`src/urmrx_pkg.sv`:
```
// ----------------------------------------------------------------------------
// urmrx_pkg
// Shared types and constants of the UART register model with receive queue.
// ----------------------------------------------------------------------------
`default_nettype none

package urmrx_pkg;

  localparam int DATA_W = 8;

  // Beat kinds carried on the slave tuser
  typedef enum logic [1:0] {
    OP_READ   = 2'd0,
    OP_WRITE  = 2'd1,
    OP_ARRIVE = 2'd2
  } op_t;

  // Register offsets
  localparam logic [2:0] REG_RBR = 3'd0;
  localparam logic [2:0] REG_IER = 3'd1;
  localparam logic [2:0] REG_IIR = 3'd2;
  localparam logic [2:0] REG_LCR = 3'd3;
  localparam logic [2:0] REG_MCR = 3'd4;
  localparam logic [2:0] REG_LSR = 3'd5;
  localparam logic [2:0] REG_MSR = 3'd6;
  localparam logic [2:0] REG_SCR = 3'd7;

  // Fixed register values and bit positions
  localparam logic [7:0]  LSR_BASE     = 8'h60;
  localparam logic [7:0]  MSR_VALUE    = 8'hb0;
  localparam logic [7:0]  IIR_PENDING  = 8'h04;
  localparam logic [7:0]  IIR_NONE     = 8'h01;
  localparam logic [15:0] DIV_RESET    = 16'h0001;
  localparam int          LCR_DLAB_BIT = 7;
  localparam int          FCR_CLR_BIT  = 1;

  // Commands to the receive queue
  typedef struct packed {
    logic push;
    logic pop;
    logic clear;
  } fifo_ctrl_t;

  // Status of the receive queue
  typedef struct packed {
    logic              pending;   // head cell holds a byte
    logic              second;    // a byte stands behind the head
    logic              full;      // last cell holds a byte
    logic [DATA_W-1:0] head;
  } fifo_stat_t;

endpackage

`default_nettype wire

```
`src/urmrx_cell.sv`:
```
// ----------------------------------------------------------------------------
// urmrx_cell
// One byte slot of the receive queue; shifts towards the head on a pop.
// ----------------------------------------------------------------------------
`default_nettype none

module urmrx_cell
  import urmrx_pkg::*;
(
  input  wire logic              clk,
  input  wire logic              rst,
  input  wire fifo_ctrl_t        ctrl,
  input  wire logic              prev_valid,
  input  wire logic              next_valid,
  input  wire logic [DATA_W-1:0] next_data,
  input  wire logic [DATA_W-1:0] push_data,
  output logic                   valid,
  output logic [DATA_W-1:0]      data
);

  logic valid_next;
  logic take_push;

  // Take the arriving byte in the first empty slot
  assign take_push = ctrl.push && !valid && prev_valid;

  always_comb begin
    priority if (ctrl.clear) begin
      valid_next = 1'b0;
    end else if (ctrl.pop) begin
      valid_next = next_valid;
    end else if (take_push) begin
      valid_next = 1'b1;
    end else begin
      valid_next = valid;
    end
  end

  always_ff @(posedge clk) begin
    if (rst) begin
      valid <= 1'b0;
    end else begin
      valid <= valid_next;
    end
  end

  // Advance payload from the neighbour or load the new byte
  always_ff @(posedge clk) begin
    if (ctrl.pop) begin
      data <= next_data;
    end else if (take_push) begin
      data <= push_data;
    end
  end

endmodule

`default_nettype wire

```
`src/urmrx_chain.sv`:
```
// ----------------------------------------------------------------------------
// urmrx_chain
// Row of byte cells forming the receive queue, head at cell zero.
// ----------------------------------------------------------------------------
`default_nettype none

module urmrx_chain
  import urmrx_pkg::*;
#(
  parameter int CELLS = 15
) (
  input  wire logic              clk,
  input  wire logic              rst,
  input  wire fifo_ctrl_t        ctrl,
  input  wire logic [DATA_W-1:0] push_data,
  output fifo_stat_t             stat
);

  logic [CELLS-1:0] vld;
  logic [DATA_W-1:0] dat [CELLS];

  for (genvar i = 0; i < CELLS; i++) begin : g_cell
    logic              pv;
    logic              nv;
    logic [DATA_W-1:0] nd;

    // Link each cell to its neighbours; the head sees a filled slot before it, the tail an empty one
    if (i == 0) begin : g_first
      assign pv = 1'b1;
    end else begin : g_inner_prev
      assign pv = vld[i-1];
    end

    if (i == CELLS - 1) begin : g_last
      assign nv = 1'b0;
      assign nd = '0;
    end else begin : g_inner_next
      assign nv = vld[i+1];
      assign nd = dat[i+1];
    end

    urmrx_cell u_cell (
      .clk       (clk),
      .rst       (rst),
      .ctrl      (ctrl),
      .prev_valid(pv),
      .next_valid(nv),
      .next_data (nd),
      .push_data (push_data),
      .valid     (vld[i]),
      .data      (dat[i])
    );
  end

  // Report queue status from the cells at the head and the tail of the row
  if (CELLS > 1) begin : g_second
    assign stat.second = vld[1];
  end else begin : g_single
    assign stat.second = 1'b0;
  end

  assign stat.pending = vld[0];
  assign stat.full    = vld[CELLS-1];
  assign stat.head    = dat[0];

endmodule

`default_nettype wire

```
`src/uart_register_model_rx_fifo_core.sv`:
```
// ----------------------------------------------------------------------------
// uart_register_model_rx_fifo_core
// 16550-style byte register file with a receive queue built as a cell row.
// ----------------------------------------------------------------------------
// Usage:
//   Slave channel: one beat per operation. s_tuser selects a bus read, a bus
//   write or a received byte; s_tdata carries offset and data byte.
//   Master channel: one result beat per operation with the read data, the
//   transmit byte, the interrupt level and, on m_tuser, the transmit flag.
// A result is registered and appears in the cycle after its beat is accepted.
// Throughput: one beat per cycle while the master side is ready.
// The receive queue holds FIFO_DEPTH-1 bytes in a row of cells; a pop
//   shifts every cell one place towards the head in the same cycle.
// Reset: the queue empties, the divisor latch returns to one and all other
//   registers clear; no result is pending after reset.
// Stall: while a result waits and m_tready is low, s_tready drops and the
//   block holds its state and the waiting result unchanged.
// ----------------------------------------------------------------------------
`default_nettype none

module uart_register_model_rx_fifo_core
  import urmrx_pkg::*;
#(
  parameter int FIFO_DEPTH = 16
) (
  input  wire logic        clk,
  input  wire logic        rst,
  input  wire logic        s_tvalid,
  output logic             s_tready,
  input  wire logic [15:0] s_tdata,   // [2:0] reg_offset, [10:3] data_byte
  input  wire logic [1:0]  s_tuser,   // [1:0] opcode
  output logic             m_tvalid,
  input  wire logic        m_tready,
  output logic [23:0]      m_tdata,   // [7:0] read_data, [15:8] tx_byte, [16] irq_level
  output logic [0:0]       m_tuser    // [0] tx_valid
);

  localparam int CELLS = FIFO_DEPTH - 1;

  logic              accept;
  logic [2:0]        offset;
  logic [DATA_W-1:0] din;
  logic              dlab;

  logic [15:0] divisor, divisor_next;
  logic [3:0]  ier, ier_next;
  logic [7:0]  lcr, lcr_next;
  logic [7:0]  mcr, mcr_next;
  logic [7:0]  scr, scr_next;

  logic [7:0]  rd;
  logic        txv;
  logic [7:0]  txb;
  logic        pending_after;
  logic        irq_after;

  logic [7:0]  read_data;
  logic        tx_valid;
  logic [7:0]  tx_byte;
  logic        irq_level;

  fifo_ctrl_t  ctrl;
  fifo_ctrl_t  req;
  fifo_stat_t  stat;

  assign accept = s_tvalid && s_tready;
  assign offset = s_tdata[2:0];
  assign din    = s_tdata[10:3];
  assign dlab   = lcr[LCR_DLAB_BIT];

  // Decode one operation against the current register state
  always_comb begin
    rd           = '0;
    txv          = 1'b0;
    txb          = '0;
    req          = '0;
    divisor_next = divisor;
    ier_next     = ier;
    lcr_next     = lcr;
    mcr_next     = mcr;
    scr_next     = scr;
    unique case (op_t'(s_tuser))
      OP_READ: begin
        unique case (offset)
          REG_RBR: begin
            if (dlab) begin
              rd = divisor[7:0];
            end else if (stat.pending) begin
              rd      = stat.head;
              req.pop = 1'b1;
            end
          end
          REG_IER: rd = dlab ? divisor[15:8] : {4'b0000, ier};
          REG_IIR: rd = (stat.pending && ier[0]) ? IIR_PENDING : IIR_NONE;
          REG_LCR: rd = lcr;
          REG_MCR: rd = mcr;
          REG_LSR: rd = LSR_BASE | {7'b0000000, stat.pending};
          REG_MSR: rd = MSR_VALUE;
          default: rd = scr;
        endcase
      end
      OP_WRITE: begin
        unique case (offset)
          REG_RBR: begin
            if (dlab) begin
              divisor_next[7:0] = din;
            end else begin
              txv = 1'b1;
              txb = din;
            end
          end
          REG_IER: begin
            if (dlab) begin
              divisor_next[15:8] = din;
            end else begin
              ier_next = din[3:0];
            end
          end
          REG_IIR: req.clear = din[FCR_CLR_BIT];
          REG_LCR: lcr_next = din;
          REG_MCR: mcr_next = din;
          REG_SCR: scr_next = din;
          default: ;
        endcase
      end
      OP_ARRIVE: req.push = !stat.full;
      default: ;
    endcase
  end

  // Gate queue commands with the handshake
  assign ctrl = accept ? req : '0;

  // Interrupt level as it stands after this operation
  always_comb begin
    priority if (req.clear) begin
      pending_after = 1'b0;
    end else if (req.push) begin
      pending_after = 1'b1;
    end else if (req.pop) begin
      pending_after = stat.second;
    end else begin
      pending_after = stat.pending;
    end
  end
  assign irq_after = pending_after && ier_next[0];

  urmrx_chain #(
    .CELLS(CELLS)
  ) u_chain (
    .clk      (clk),
    .rst      (rst),
    .ctrl     (ctrl),
    .push_data(din),
    .stat     (stat)
  );

  // Hold the register file
  always_ff @(posedge clk) begin
    if (rst) begin
      divisor <= DIV_RESET;
      ier     <= '0;
      lcr     <= '0;
      mcr     <= '0;
      scr     <= '0;
    end else if (accept) begin
      divisor <= divisor_next;
      ier     <= ier_next;
      lcr     <= lcr_next;
      mcr     <= mcr_next;
      scr     <= scr_next;
    end
  end

  // Output stage: accept a new beat whenever the result slot frees
  assign s_tready = !m_tvalid || m_tready;

  always_ff @(posedge clk) begin
    if (rst) begin
      m_tvalid <= 1'b0;
    end else if (s_tready) begin
      m_tvalid <= s_tvalid;
    end
  end

  always_ff @(posedge clk) begin
    if (accept) begin
      read_data <= rd;
      tx_valid  <= txv;
      tx_byte   <= txb;
      irq_level <= irq_after;
    end
  end

  assign m_tdata = {7'b0000000, irq_level, tx_byte, read_data};
  assign m_tuser = tx_valid;

endmodule

`default_nettype wire

```
`config.mk`:
```
export PLATFORM = sky130hd
export DESIGN_NAME = uart_register_model_rx_fifo_core
export DESIGN_NICKNAME = d
export VERILOG_FILES = /design/src/urmrx_pkg.sv /design/src/urmrx_cell.sv /design/src/urmrx_chain.sv /design/src/uart_register_model_rx_fifo_core.sv
export SDC_FILE = /design/constraint.sdc
export NUM_CORES = 1
export LEC_CHECK = 0
export ABC_AREA = 1
export BUFFER_PORTS_ARGS = -buffer_cell sky130_fd_sc_hd__clkbuf_2
export CELL_PAD_IN_SITES_DETAIL_PLACEMENT = 0
export CELL_PAD_IN_SITES_GLOBAL_PLACEMENT = 2
export CORE_MARGIN = 2
export CORE_UTILIZATION = 40
export CTS_BUF_LIST = sky130_fd_sc_hd__clkbuf_8
export DETAILED_ROUTE_END_ITERATION = 10
export PLACE_DENSITY_LB_ADDON = 0.1
export SLEW_MARGIN = 20
export SYNTH_ARGS = -nofsm -noshare
export SYNTH_HDL_FRONTEND = slang
export SYNTH_SLANG_ARGS = --single-unit
```
`constraint.sdc`:
```
create_clock -name clk -period 2 [get_ports clk]
set_input_delay 0.2 -clock clk [delete_from_list [all_inputs] [get_ports clk]]
set_output_delay 0.2 -clock clk [all_outputs]
set_load 0.005 [all_outputs]
```
# Word-level counts from Yosys, hierarchy flattened
# Cells that the tools add are included.
[classes]
n_eq_ne = 9
n_mux = 76
bitwise_logic = 3
reduce_logical = 75
[op_table]
columns = ["cell", "count"]
rows = [
  ["8-bit two-way mux", 31],
  ["8-bit one-hot mux with 7 select lines", 1],
  ["1-bit two-way mux", 42],
  ["1-bit logical AND", 32],
  ["2-bit nonzero test", 14],
  ["1-bit zero test", 16],
  ["3-bit == test (second input constant)", 4],
  ["4-bit AND reduction", 3],
  ["3-bit AND reduction", 3],
  ["3-bit by 2-bit == test with 1-bit output (second input constant)", 2],
  ["3-bit two-way mux", 2],
  ["3-bit OR reduction", 2],
  ["3-bit by 1-bit == test with 1-bit output (second input constant)", 1],
  ["3-bit zero test", 1],
  ["1-bit inverter", 3],
  ["2-bit by 1-bit == test with 1-bit output (second input constant)", 1],
  ["2-bit == test (second input constant)", 1],
  ["2-bit zero test", 1],
  ["2-bit AND reduction", 1],
  ["2-bit OR reduction", 1],
  ["1-bit logical OR", 1],
]
[totals]
register_bits = 198
out_inout_bits = 27
wordCells = 205

# Longest topological paths before layout
# Gate-level depths: netlist of the first run.
[depth]
word_depth = 9
mapped_depth = 10
mapped_depth_nobuf = 8

# Hierarchy
# From an unflattened synthesis of the first run, not the netlist that was laid out.
[hier_totals]
hier_cells = 1087
area_unflattened_um2 = 9435.3
[modules_own_cells]
columns = ["module", "n_inst", "cells_per_inst", "area_per_inst_um2"]
rows = [
  ["urmrx_cell", 15, 44, 421.7],
  ["uart_register_model_rx_fifo_core", 1, 422, 3080.5],
  ["urmrx_chain", 1, 5, 30.0],
]

# Worst setup path before layout of the first run
# No wires, ideal clock.
[synth_path]
path_kind = "reg2reg"
from = "register m_tvalid"
to = "register u_chain.g_cell[10].u_cell.valid"
setup_time_ps = 112
arrival_time_ps = 1741
required_time_ps = 1888
setup_slack_ps = 146
path_stages_with_launch = 8
cell_sequence = "dfxtp_1 -> nand2_1 -> nand2_1 -> inv_2 -> buf_1 -> nand4_1 -> nand2_1 -> nor2_2"
[synth_via]
elab_chain_len = 7
[synth_lines]
columns = ["element", "line_no", "text"]
rows = [
  ["start: declaration", "uart_register_model_rx_fifo_core.sv:32", "output logic m_tvalid,"],
  ["start signal: assignment", "uart_register_model_rx_fifo_core.sv:182", "m_tvalid <= s_tvalid;"],
  ["1-bit zero test *", "uart_register_model_rx_fifo_core.sv:176", "assign s_tready = !m_tvalid || m_tready;"],
  ["1-bit logical OR *", "uart_register_model_rx_fifo_core.sv:176", ""],
  ["via s_tready", "uart_register_model_rx_fifo_core.sv:29", "output logic s_tready,"],
  ["1-bit logical AND *", "uart_register_model_rx_fifo_core.sv:66", "assign accept = s_tvalid && s_tready;"],
  ["3-bit two-way mux *", "uart_register_model_rx_fifo_core.sv:132", "assign ctrl = accept ? req : '0;"],
  ["1-bit logical AND (2 in series)", "urmrx_cell.sv:25", "assign take_push = ctrl.push && !valid && prev_valid;"],
  ["2-bit nonzero test (no line)", "n/a", ""],
  ["end signal: assignment", "urmrx_cell.sv:43", "valid <= valid_next;"],
  ["end: declaration", "urmrx_cell.sv:17", "output logic valid,"],
]
# Mark *: on every way through the listed nets, which the timed path passes. The rest lies on a longest branch.
# A chain may end at the register's enable or synchronous reset.

# Worst setup path in the final report of the first run
[layout_path]
from = "register m_tvalid"
to = "register lcr[7]"
[layout_via]
elab_chain_len = 4
[layout_lines]
columns = ["element", "line_no", "text"]
rows = [
  ["1-bit zero test", "uart_register_model_rx_fifo_core.sv:176", ""],
  ["1-bit logical OR", "uart_register_model_rx_fifo_core.sv:176", ""],
  ["1-bit logical AND", "uart_register_model_rx_fifo_core.sv:66", ""],
  ["3-bit AND reduction (no line)", "n/a", ""],
  ["end signal: assignment", "uart_register_model_rx_fifo_core.sv:169", "lcr <= lcr_next;"],
  ["end: declaration", "uart_register_model_rx_fifo_core.sv:47", "logic [7:0] lcr, lcr_next;"],
]
# Every way passes these cells.

==> key figures, run 1 <==
Finish
  – Most common cell after layout, fill and taps aside: nor2_1
  – Layout cells sized above 1: 12.2%
  – Register Area: 0.00527 mm^2
  – Layout Cells excl Fill: approximately 1300
  – Multi-input gate area: 0.00253 mm^2
  – Area Growth Syn to Fin: 10.9%
  – Filler cells: ~2200
  – Most frequent cells in the layout: nor2_1 (177), inv_1 (171), o21ai_0 (150)
  – Antenna diodes: 0
  – # nets final: 1033

Setup path
  – Crit. End Element: flop
  – Crit path launch type: flop
  – Reg2Reg Depth: 7
  – Worst path cell trace: nand2_1 -> nand2_1 -> nor2_1 -> nand2_1 -> inv_1 -> nor2_1 -> nor2_1
  – Worst EP required: 2.40 ns
  – Worst setup path category: reg2reg
  – Arrival time of the worst setup path: 2.23 ns
  – Worst path slowest cell: nor2_1
  – Crit-path max cell delay: 0.35 ns
  – Crit Path Max Fanout: 9

Drt
  – Vias per cell: approximately 4.7
  – DRT Pass-1 Iters: 5
  – Drt total wl: between 20000 and 25000 um
  – Remaining antenna violation count: 0
  – Drc violations: 0
  – Wire per inst: 15.9 um
  – Via count: about 6000
  – Initial DRC count: 386

Die
  – Die area: 0.0229 mm^2
  – Starting Density: slightly above 40%
  – Boundary pin count: 49
  – Die Span X: 151 um
  – Core Region: 0.0212 mm^2
  – Die Span Y: roughly 150 um
  – Row Count: 53

Place
  – Placed Cells incl. Taps: 1266
  – Detailed Place HPWL: 13900 um
  – Port Buf Inserts: 36
  – Routability Congestion: 0.795

Clock network
  – Total setup buffers inserted after CTS: 0
  – CTS Buf Count: 17
  – CTS tree: built
  – Reg clk slew, reported paths: 0.10 ns
  – Clock Path Buffers: 2
  – Clock Latency Late Sink: about 0.47 ns
  – # hold bufs at CTS: 1
  – H-Tree Depth: 4
  – CTS Sinks: 198
  – Cts repair resizes: 0
  – Root buffer cell: clkbuf_8

Pwr
  – Leak pwr: 0.00405 uW
  – Tot Pwr: 7480 uW
  – Pwr/cell area: 776 mW/mm^2
  – Peak VDD IR: 0.363 mV

STA
  – Fin. Hold Viols: 0
  – Setup violations, final: 0
  – Period minus WS final: ~1.8 ns
  – Setup_tns: 0 ns
  – Skew final: 0.0190 ns
  – Slew @ Worst Pin: 0.748 ns
  – Final Cycle Share: between 90% and 100%
  – Relative slew slack: 50.2%
  – Fmax: around 550 MHz
  – Slew Limit Fails: 0
  – Unrepaired setup endpoints after global routing: false

Outcome
  – Outcome: complete, no violations

Global routing
  – Initial antenna violation count: 1
  – Vias in the first global route: 6023
  – All-Layer GR Usage: about a fifth
  – Largest net degree at the start of global routing: between 40 and 50
  – Total gr overflow: 0
  – First-pass GRT wire length: 33400 um

Synthesis
  – Seq cells post-synth: 198
  – Post-Syn Instances: a little under 1000
  – Syn Std Cell Area: 0.00869 mm^2
  – Post-synthesis cell type count: 29
  – Adder-Cell Fraction of Synth Area: 0%
  – Mux cell area share after synthesis: 0%
  – Synth Area per Inst: 8.98 um^2
  – Area share of and/or/nand/nor cells after synthesis: 18.0%
  – YS warnings: 0
  – Synth Area in Compound Gates: 10.9%
  – Post-Synth XOR/XNOR Area: 0%
  – Sequential-to-total area share from yosys stat: 60.6%
  – Largest family of logic cells by synthesized area: simple AND/OR/NAND/NOR gates

Worst hold path
  – Worst Hold Class: in2reg
  – Hold depth: 4

Flow run
  – Number of max-cap violations: 0
## worst max-delay path: cells and delay by family, from the launching register on
family | cells | cell delay (ns)
buffers and inverters | 1 | 0.33
and+or+nand+nor | 6 | 1.10
DFF | 1 | 0.32
## cell type report
cell class | count | share of cell area (%)
Clock buffer | 18 | 2.57
Multi-Input combinational cell | 556 | 26.3
Clock inverter | 14 | 1.58
Timing Repair Buffer | 67 | 4.70
Sequential cell | 198 | 54.6
Tap cell | 275 | 3.57
Inverter | 171 | 6.66
## path summary, 6_finish.rpt
kind,from,endpoint,slack [ns]
max,m_tvalid,lcr[7],0.17
min,m_tready,m_tvalid,0.04
max reg2reg,m_tvalid,lcr[7],0.17
min reg2reg,scr[6],scr[6],0.49
## sequential cells by signal (all words and copies together), names as in the netlist
| register | count |
|---|---|
| irq_level | 1 |
| lcr | 8 |
| ier | 4 |
| m_tvalid | 1 |
| u_chain.g_cell.u_cell.data | 120 |
| read_data | 8 |
| scr | 8 |
| m_tuser | 1 |
| mcr | 8 |
| u_chain.g_cell.u_cell.valid | 15 |
| divisor | 16 |
| tx_byte | 8 |
## metal layers
metal / GRT usage (%) / wire length, um / share of wire, %
met2: 30.9 / 9420 / 46
met5: 0 / 0 / 0
met1: 28.2 / 10500 / 51
met4: 4.02 / 133 / 0.64
met3: 3.55 / 542 / 2.6
## kinds of logic (layout without fill, tap and decap cells)
kind of cell / count (synthesis) / after routing
buffers and inverters: 219 / 270
and+or+nand+nor: 362 / 362
other: 1 / 7
AOI/OAI and AO/OA: 187 / 187
DFF: 198 / 198
## stage by stage
stage               hold WS, ns  utilization (%)  cell area [um^2]  setup slack, ns
detailed placement        0.459             43.6              9230            0.165
finish                   0.0391             45.6              9640            0.175
global placement          0.456             43.6              9230            0.184
global route             0.0430             45.6              9640          0.00362
floorplan                 0.269                -              8710            0.146
CTS                     0.00939             45.6              9640            0.153
## Yosys cell counts, drive strengths merged
| master | n | area (um^2) |
|---|---|---|
| a21oi | 9 | 48.8 |
| buf | 31 | 200 |
| clkbuf | 17 | 70.1 |
| clkinv | 1 | 3.75 |
| conb | 1 | 3.75 |
| dfxtp | 68 | 1360 |
| edfxtp | 130 | 3900 |
| inv | 170 | 638 |
| nand2 | 139 | 599 |
| nand3 | 18 | 103 |
| nand4 | 15 | 93.8 |
| nor2 | 188 | 752 |
| o211ai | 2 | 15.0 |
| o21a | 1 | 7.51 |
| o21ai | 175 | 876 |
| or2 | 2 | 12.5 |
## power by group
part | switching [uW] | leakage (uW) | total, uW | internal, uW
sequential | 14.2 | 0.00174 | 4400 | 4390
clock | 1490 | 0.000211 | 2650 | 1160
combinational | 293 | 0.00209 | 425 | 131
Note: power is estimated with default switching activity, not from simulation.
==> run 2, diff against run 1 <==
--- a/config.mk
+++ b/config.mk
@@ -5,12 +5,11 @@
 export SDC_FILE = /design/constraint.sdc
 export NUM_CORES = 1
 export LEC_CHECK = 0
-export ABC_AREA = 1
 export BUFFER_PORTS_ARGS = -buffer_cell sky130_fd_sc_hd__clkbuf_2
 export CELL_PAD_IN_SITES_DETAIL_PLACEMENT = 0
 export CELL_PAD_IN_SITES_GLOBAL_PLACEMENT = 2
 export CORE_MARGIN = 2
-export CORE_UTILIZATION = 40
+export CORE_UTILIZATION = 44
 export CTS_BUF_LIST = sky130_fd_sc_hd__clkbuf_8
 export DETAILED_ROUTE_END_ITERATION = 10
 export PLACE_DENSITY_LB_ADDON = 0.1
==> run 2 against run 1 <==
- first-iteration DRC count up 3.6%
- via count fell by 8.4%
- sequential power barely moved
- clock skew fell by 0.0025 ns
- critical path type unchanged
- critical endpoint is now u_chain.g_cell[3].u_cell.data[2]
- highest routed layer unchanged
==> key figures, run 2 <==
Synthesis
  – Most frequent cells after synthesis: edfxtp_1 (130), a21o_1 (114), dfxtp_1 (68), mux2i_1 (52), nor2_1 (38)
  – Number of synthesized flops with an enable pin: 130 (unchanged)
  – Cell taking the most area after synthesis: edfxtp_1
  – Synth top area share: 45.4% (+0.46 points)
  – FFs w/ async S/R, synth: 0% (unchanged)
  – Syn Std Cell Area: 0.00860 mm^2 (-1.0%)
  – Count leader, synth: edfxtp_1
  – Area contributors post-synth: edfxtp_1 (45%), dfxtp_1 (16%), a21o_1 (10%)
  – Sequential-to-total area share from yosys stat: 61.2% (+0.63 points)
  – Synth Area per Inst: 12.2 um^2 (+36%)
  – YS warnings: 0 (unchanged)
  – Top FF cell, synth: edfxtp_1
  – Seq cells post-synth: 198 (unchanged)
  – Post-Syn Instances: 705 (-27%)
  – Post-synthesis cell type count: 55 (+90%)

Place
  – Detailed Place HPWL: 13500 um (-3.4%)
  – Port Buf Inserts: 36 (unchanged)
  – Placed instance area: 0.00928 mm^2 (+0.57%)
  – Routability Congestion: 0.772 (-2.9%)

Setup path
  – Worst EP required: 2.18 ns (-0.22 ns)
  – Worst path cell trace: nor4b_4 -> and2b_4 -> nand2_4 -> o21ai_1 -> buf_12
  – Crit. End Element: flop
  – Crit path launch type: flop
  – CP bufs+invs: 1 (unchanged)
  – R2r startpoint: lcr[7]
  – Crit-path max cell delay: 0.36 ns (about the same)
  – Worst path slowest cell: dfxtp_1
  – CP delay by family, top: simple AND/OR/NAND/NOR gates
  – Worst setup path category: reg2reg
  – CP Launch Point: lcr[7]
  – Arrival time of the worst setup path: 2.00 ns (-0.23 ns)
  – Crit Path Max Fanout: 22 (+13)

STA
  – Unrepaired setup endpoints after global routing: false
  – Slew @ Worst Pin: 0.550 ns (-0.198 ns)
  – Slew Limit Fails: 0 (unchanged)
  – Skew final: 0.0165 ns (-0.00247 ns)
  – Period minus WS final: 1.82 ns (-0.000716 ns)
  – Setup_tns: 0 ns (unchanged)
  – Fin. Hold Viols: 0 (unchanged)
  – Setup violations, final: 0 (unchanged)
  – Fmax: 548 MHz (about the same)
  – Relative slew slack: 63.3% (+13 points)
  – Final Cycle Share: 91.2% (about the same)

Clock network
  – CTS Buf Count: 17 (unchanged)
  – CTS Sinks: 198 (unchanged)
  – Clock Path Buffers: 2 (unchanged)
  – Total setup buffers inserted after CTS: 0 (unchanged)
  – H-Tree Depth: 4 (unchanged)
  – Clock Latency Late Sink: 0.47 ns (about the same)
  – CTS tree: built
  – Reg clk slew, reported paths: 0.11 ns (about the same)
  – Root buffer cell: clkbuf_8

Finish
  – Layout cells sized above 1: 17.5% (+5.3 points)
  – Most frequent cells in the layout: edfxtp_1 (130), a21o_1 (114), dfxtp_1 (68)
  – Antenna diodes: 0 (unchanged)
  – Filler cells: 1710 (-21%)
  – Largest Register: u_chain.g_cell.u_cell.data
  – Area Growth Syn to Fin: 12.7%
  – # nets final: 782 (-24%)
  – Most common cell after layout, fill and taps aside: edfxtp_1
  – Max reg flops: 120 (unchanged)
  – Biggest regs: u_chain.g_cell.u_cell.data: 120 flops, divisor: 16 flops, u_chain.g_cell.u_cell.valid: 15 flops
  – Design Area, Final: 0.00969 mm^2 (+0.57%)

Drt
  – Initial DRC count: 400 (+3.6%)
  – Remaining antenna violation count: 0 (unchanged)
  – Vias per cell: 5.39 (+15%)
  – Wire per inst: 18.8 um (+18%)
  – Drt total wl: 19500 um (-5.6%)
  – Drc violations: 0 (unchanged)
  – Via count: 5600 (-8.4%)
  – DRT Pass-1 Iters: 5 (unchanged)

Outcome
  – Outcome: complete, no violations

Die
  – Starting Density: 44.5% (+3.4 points)
  – Die Span X: 144 um (-5.0%)
  – Boundary pin count: 49 (unchanged)
  – Die Span Y: 144 um (-5.0%)
  – Core Region: 0.0193 mm^2 (-8.6%)
  – Die area: 0.0207 mm^2 (-9.8%)
  – Row Count: 51 (-3.8%)

Worst hold path
  – HP Start: s_tuser[1]
  – Worst Hold Class: in2reg

Global routing
  – Total gr overflow: 0 (unchanged)
  – Vias in the first global route: 5821 (-3.4%)
  – All-Layer GR Usage: 20.0% (+0.49 points)
  – Largest net degree at the start of global routing: 43 (-2.3%)
  – First-pass GRT wire length: 31300 um (-6.3%)
  – Initial antenna violation count: 1 (unchanged)

Pwr
  – Peak VDD IR: 0.471 mV (+30%)
  – Sequential fraction of design power: 58.1% (-0.8 points)
  – Pint: 5830 uW (+2.5%)
  – Switch Pwr: 1750 uW (-2.8%)
  – Leak pwr: 0.00408 uW (+0.79%)
  – Power share of the combinational group: 6.3% (+0.6 points)
  – Net Sw Frac: 23.1% (-0.97 points)
  – Pwr/cell area: 781 mW/mm^2 (+0.68%)
  – Clock power frac: 35.7% (+0.2 points)
  – Tot Pwr: 7570 uW (+1.3%)

Flow run
  – Number of max-cap violations: 0 (unchanged)
==> run 2: per-layer routing <==
layer  share of wire [%]  track usage [%]  vias to the layer above
li1                    -                -                     2682
met1                  46             26.4                     2802
met2                  49             33.7                       92
met3                 2.7             3.43                       24
met4                 1.6             6.45                        0
met5                   0                0                        -
==> run 2: timing repair <==
item	4_1_cts	5_1_grt
hold buffers	0	0
setup endpoints to repair	0	40
gates resized for setup	0	1
==> run 2: tightest hold or removal path, delay by kind of cell <==
| family | cells | cell delay, ns |
|---|---|---|
| AO/OA/AOI/OAI | 1 | 0.08 |
| buffers and inverters | 2 | 0.16 |
==> run 2: worst paths after layout <==
| kind | depth (start not counted) | to | slack, ns |
|---|---|---|---|
| worst max-delay path | 5 | u_chain.g_cell[3].u_cell.data[2] | 0.18 |
| worst max register to register | 5 | u_chain.g_cell[3].u_cell.data[2] | 0.18 |
| worst min-delay path | 3 | irq_level | 0.14 |
| worst min register to register | 2 | u_chain.g_cell[14].u_cell.data[0] | 0.46 |
==> run 2: logic make-up (layout without fill, tap and decap cells) <==
group	after synthesis	in the layout	synth area share [%]
compound gates	215	215	17.2
other cells	1	7	0.0436
mux	52	52	6.05
flops	198	198	61.2
buf+inv	71	133	4.93
simple gates	168	168	10.5
==> run 2: stage by stage <==
step / worst slack [ns] / hold WS (ns) / cells / utilization [%]
floorplan: -0.189 / 0.344 / 711 / -
global placement: 0.101 / 0.455 / 1006 / 48.0
detailed placement: 0.0788 / 0.454 / 1006 / 48.0
CTS: 0.0834 / 0.111 / 1038 / 50.1
global route: 0.0545 / 0.138 / 1038 / 50.1
finish: 0.175 / 0.138 / 1038 / 50.1
==> run 2: cell type report <==
| class | count | area (um^2) | share of cell area (%) |
|---|---|---|---|
| Clock buffer | 17 | 234 | 2.41 |
| Timing Repair Buffer | 95 | 723 | 7.46 |
| Inverter | 6 | 22.5 | 0.232 |
| Sequential cell | 198 | 5270 | 54.3 |
| Tap cell | 265 | 332 | 3.42 |
| Multi-Input combinational cell | 442 | 2940 | 30.3 |
| Clock inverter | 15 | 178 | 1.83 |
==> run 2: power groups by stage <==
| stage | registers [uW] | clock network, uW | logic (uW) |
|---|---|---|---|
| global placement | 4490 | 0 | 470 |
| global route | 4400 | 2910 | 520 |
| finish | 4400 | 2700 | 475 |
| floorplan | 4490 | 0 | 282 |
| CTS | 4400 | 2760 | 479 |
| detailed placement | 4490 | 0 | 476 |
==> run 3, diff against run 2 <==
--- a/config.mk
+++ b/config.mk
@@ -8,8 +8,9 @@
 export BUFFER_PORTS_ARGS = -buffer_cell sky130_fd_sc_hd__clkbuf_2
 export CELL_PAD_IN_SITES_DETAIL_PLACEMENT = 0
 export CELL_PAD_IN_SITES_GLOBAL_PLACEMENT = 2
+export CORE_ASPECT_RATIO = 0.9
 export CORE_MARGIN = 2
-export CORE_UTILIZATION = 44
+export CORE_UTILIZATION = 47
 export CTS_BUF_LIST = sky130_fd_sc_hd__clkbuf_8
 export DETAILED_ROUTE_END_ITERATION = 10
 export PLACE_DENSITY_LB_ADDON = 0.1
==> constraint.sdc (replaced) <==
create_clock -name clk -period 2.32 [get_ports clk]
set_input_delay 0.232 -clock clk [delete_from_list [all_inputs] [get_ports clk]]
set_output_delay 0.232 -clock clk [all_outputs]
set_load 0.005 [all_outputs]
==> run 3 against run 2 <==
- sequential power decreased by 14%
- clock-buffer cell count increased by 2
- via count decreased by 0.93%
- combinational power decreased by 18%
- register-to-register slack improved by 0.14 ns
- sequential cell count unchanged
- critical path type unchanged
- largest cell class unchanged
- largest power group unchanged
==> key figures, run 3 (same netlist as run 2, synthesis figures left out) <==
Outcome
  – Outcome: complete, no violations

STA
  – Fin. Hold Viols: 0 (unchanged)
  – Setup violations, final: 0 (unchanged)
  – Final WS setup: 0.320 ns (+0.145 ns)
  – Fmax: 500 MHz (-8.8%)
  – Skew final: 0.0164 ns (-0.000116 ns)
  – Setup_tns: 0 ns (unchanged)
  – Period minus WS final: 2.00 ns (+0.175 ns)
  – Final Cycle Share: 86.2% (-5.0 points)
  – Slew @ Worst Pin: 0.873 ns (+0.323 ns)
  – Relative slew slack: 41.5% (-22 points)
  – Unrepaired setup endpoints after global routing: false
  – Slew Limit Fails: 0 (unchanged)

Drt
  – Max Used Layer: met4
  – Via count: 5548 (-0.93%)
  – Remaining antenna violation count: 0 (unchanged)
  – Vias per cell: 5.58 (+3.4%)
  – Wire per inst: 19.5 um (+3.7%)
  – DRT Pass-1 Iters: 5 (unchanged)
  – Drt total wl: 19400 um (-0.58%)
  – WL met1: 10000 um (+11%)
  – Drc violations: 0 (unchanged)
  – Initial DRC count: 466 (+17%)
  – Metal3 WL: 734 um (+40%)
  – DR WL met2: 8430 um (-12%)

Finish
  – Max reg flops: 120 (unchanged)
  – Design Area, Final: 0.00950 mm^2 (-2.0%)
  – Largest Register: u_chain.g_cell.u_cell.data
  – Layout cells sized above 1: 15.9% (-1.6 points)
  – Area Growth Syn to Fin: 10.5%
  – Most common cell after layout, fill and taps aside: edfxtp_1
  – Most frequent cells in the layout: edfxtp_1 (130), a21o_1 (114), dfxtp_1 (68)
  – # nets final: 764 (-2.3%)
  – Biggest regs: u_chain.g_cell.u_cell.data: 120 flops, divisor: 16 flops, u_chain.g_cell.u_cell.valid: 15 flops
  – Antenna diodes: 0 (unchanged)

Clock network
  – Clock Path Buffers: 2 (unchanged)
  – Root buffer cell: clkbuf_8
  – CTS tree: built
  – Reg clk slew, reported paths: 0.10 ns (about the same)
  – Cts repair resizes: 0 (unchanged)
  – # hold bufs at CTS: 0 (unchanged)
  – CTS Buf Count: 17 (unchanged)
  – CTS Sinks: 198 (unchanged)
  – Total setup buffers inserted after CTS: 0 (unchanged)
  – Clock Latency Late Sink: 0.47 ns (about the same)
  – H-Tree Depth: 4 (unchanged)

Flow run
  – Number of max-cap violations: 0 (unchanged)

Worst hold path
  – Worst Hold Class: in2reg
  – Hold depth: 3 (unchanged)

Die
  – Boundary pin count: 49 (unchanged)
  – Die Span X: 147 um (+1.9%)
  – Die area: 0.0194 mm^2 (-6.2%)
  – Die Span Y: 132 um (-8.0%)
  – Row Count: 46 (-9.8%)
  – Starting Density: 48.4% (+3.9 points)
  – Core Region: 0.0178 mm^2 (-8.0%)

Pwr
  – Peak VDD IR: 0.378 mV (-20%)
  – Pwr/cell area: 701 mW/mm^2 (-10%)
  – Leak pwr: 0.00400 uW (-2.0%)

Global routing
  – All-Layer GR Usage: 20.4% (+0.39 points)
  – Vias in the first global route: 5356 (-8.0%)
  – First-pass GRT wire length: 30400 um (-2.9%)
  – Total gr overflow: 0 (unchanged)
  – Largest net degree at the start of global routing: 69 (+60%)
  – Initial antenna violation count: 0 (-1)

Setup path
  – CP delay by family, top: simple AND/OR/NAND/NOR gates
  – Worst EP required: 2.49 ns (+0.31 ns)
  – Critical path depth: 5 (unchanged)
  – Crit path launch type: flop
  – Worst path cell trace: nor4b_4 -> and2b_2 -> nand2_4 -> o21ai_0 -> buf_4
  – Crit-path max cell delay: 0.42 ns (+0.06 ns)
  – Crit. End Element: flop
  – Worst path slowest cell: and2b_2
  – Worst setup path category: reg2reg
  – Reg2Reg Depth: 5 (unchanged)
  – Arrival time of the worst setup path: 2.17 ns (+0.17 ns)
  – Crit Path Max Fanout: 27 (+23%)
  – CP bufs+invs: 1 (unchanged)

Place
  – Routability Congestion: 0.836 (+8.2%)
  – DP Worst Slack: 0.226 ns (+0.147 ns)
  – Detailed Place HPWL: 12800 um (-5.1%)
  – Port Buf Inserts: 36 (unchanged)
  – Placed instance area: 0.00905 mm^2 (-2.5%)
run 3: cell count changes in the layout (fill, tap and decap cells not counted), sizes merged:
cell      previous run  this run
clkinvlp             2         0
clkinv               2         1
bufinv               3         4
buf                 59        41
clkbuf              53        55
run 3: per-layer routing:
metal	GRT usage, %	vias up
li1	-	2644
met1	31.6	2783
met2	29.5	106
met3	3.84	15
met4	5.23	0
met5	0	-
run 3: power by group:
part / switching, uW / leakage (uW) / internal (uW)
Combinational: 241 / 0.00202 / 147
Sequential: 12.6 / 0.00174 / 3780
Clock: 1230 / 0.000238 / 1250
run 3: worst paths after layout:
kind	slack [ns]	start	end
setup / recovery	0.32	lcr[7]	u_chain.g_cell[12].u_cell.data[5]
hold / removal	0.08	s_tvalid	m_tvalid
setup reg to reg	0.32	lcr[7]	u_chain.g_cell[12].u_cell.data[5]
hold reg to reg	0.47	u_chain.g_cell[14].u_cell.data[1]	u_chain.g_cell[14].u_cell.data[1]
run 3: metrics by stage:
step	utilization, %	hold WS, ns	cells	power [uW]
after floorplan	-	0.376	711	4120
after global placement	50.9	0.449	963	4250
after detailed placement	50.9	0.460	963	4260
after CTS	53.4	0.0591	995	6720
after global routing	53.4	0.0680	995	6880
final	53.4	0.0828	995	6660
run 3: worst register-to-register path, stage by stage, from the launching register on:
cell     delay (ns)
dfxtp_1        0.35
nor4b_4        0.32
and2b_2        0.42
nand2_4        0.26
o21ai_0        0.16
buf_4          0.20
run 3: area by class of cell:
type | instances | area (um^2)
clock buffers | 19 | 262
clock inverters | 13 | 190
fillers | 1512 | 8280
inverters | 6 | 22.5
multi-input cells | 442 | 2940
flip-flops and latches | 198 | 5270
well taps | 240 | 300
repair buffers | 77 | 526
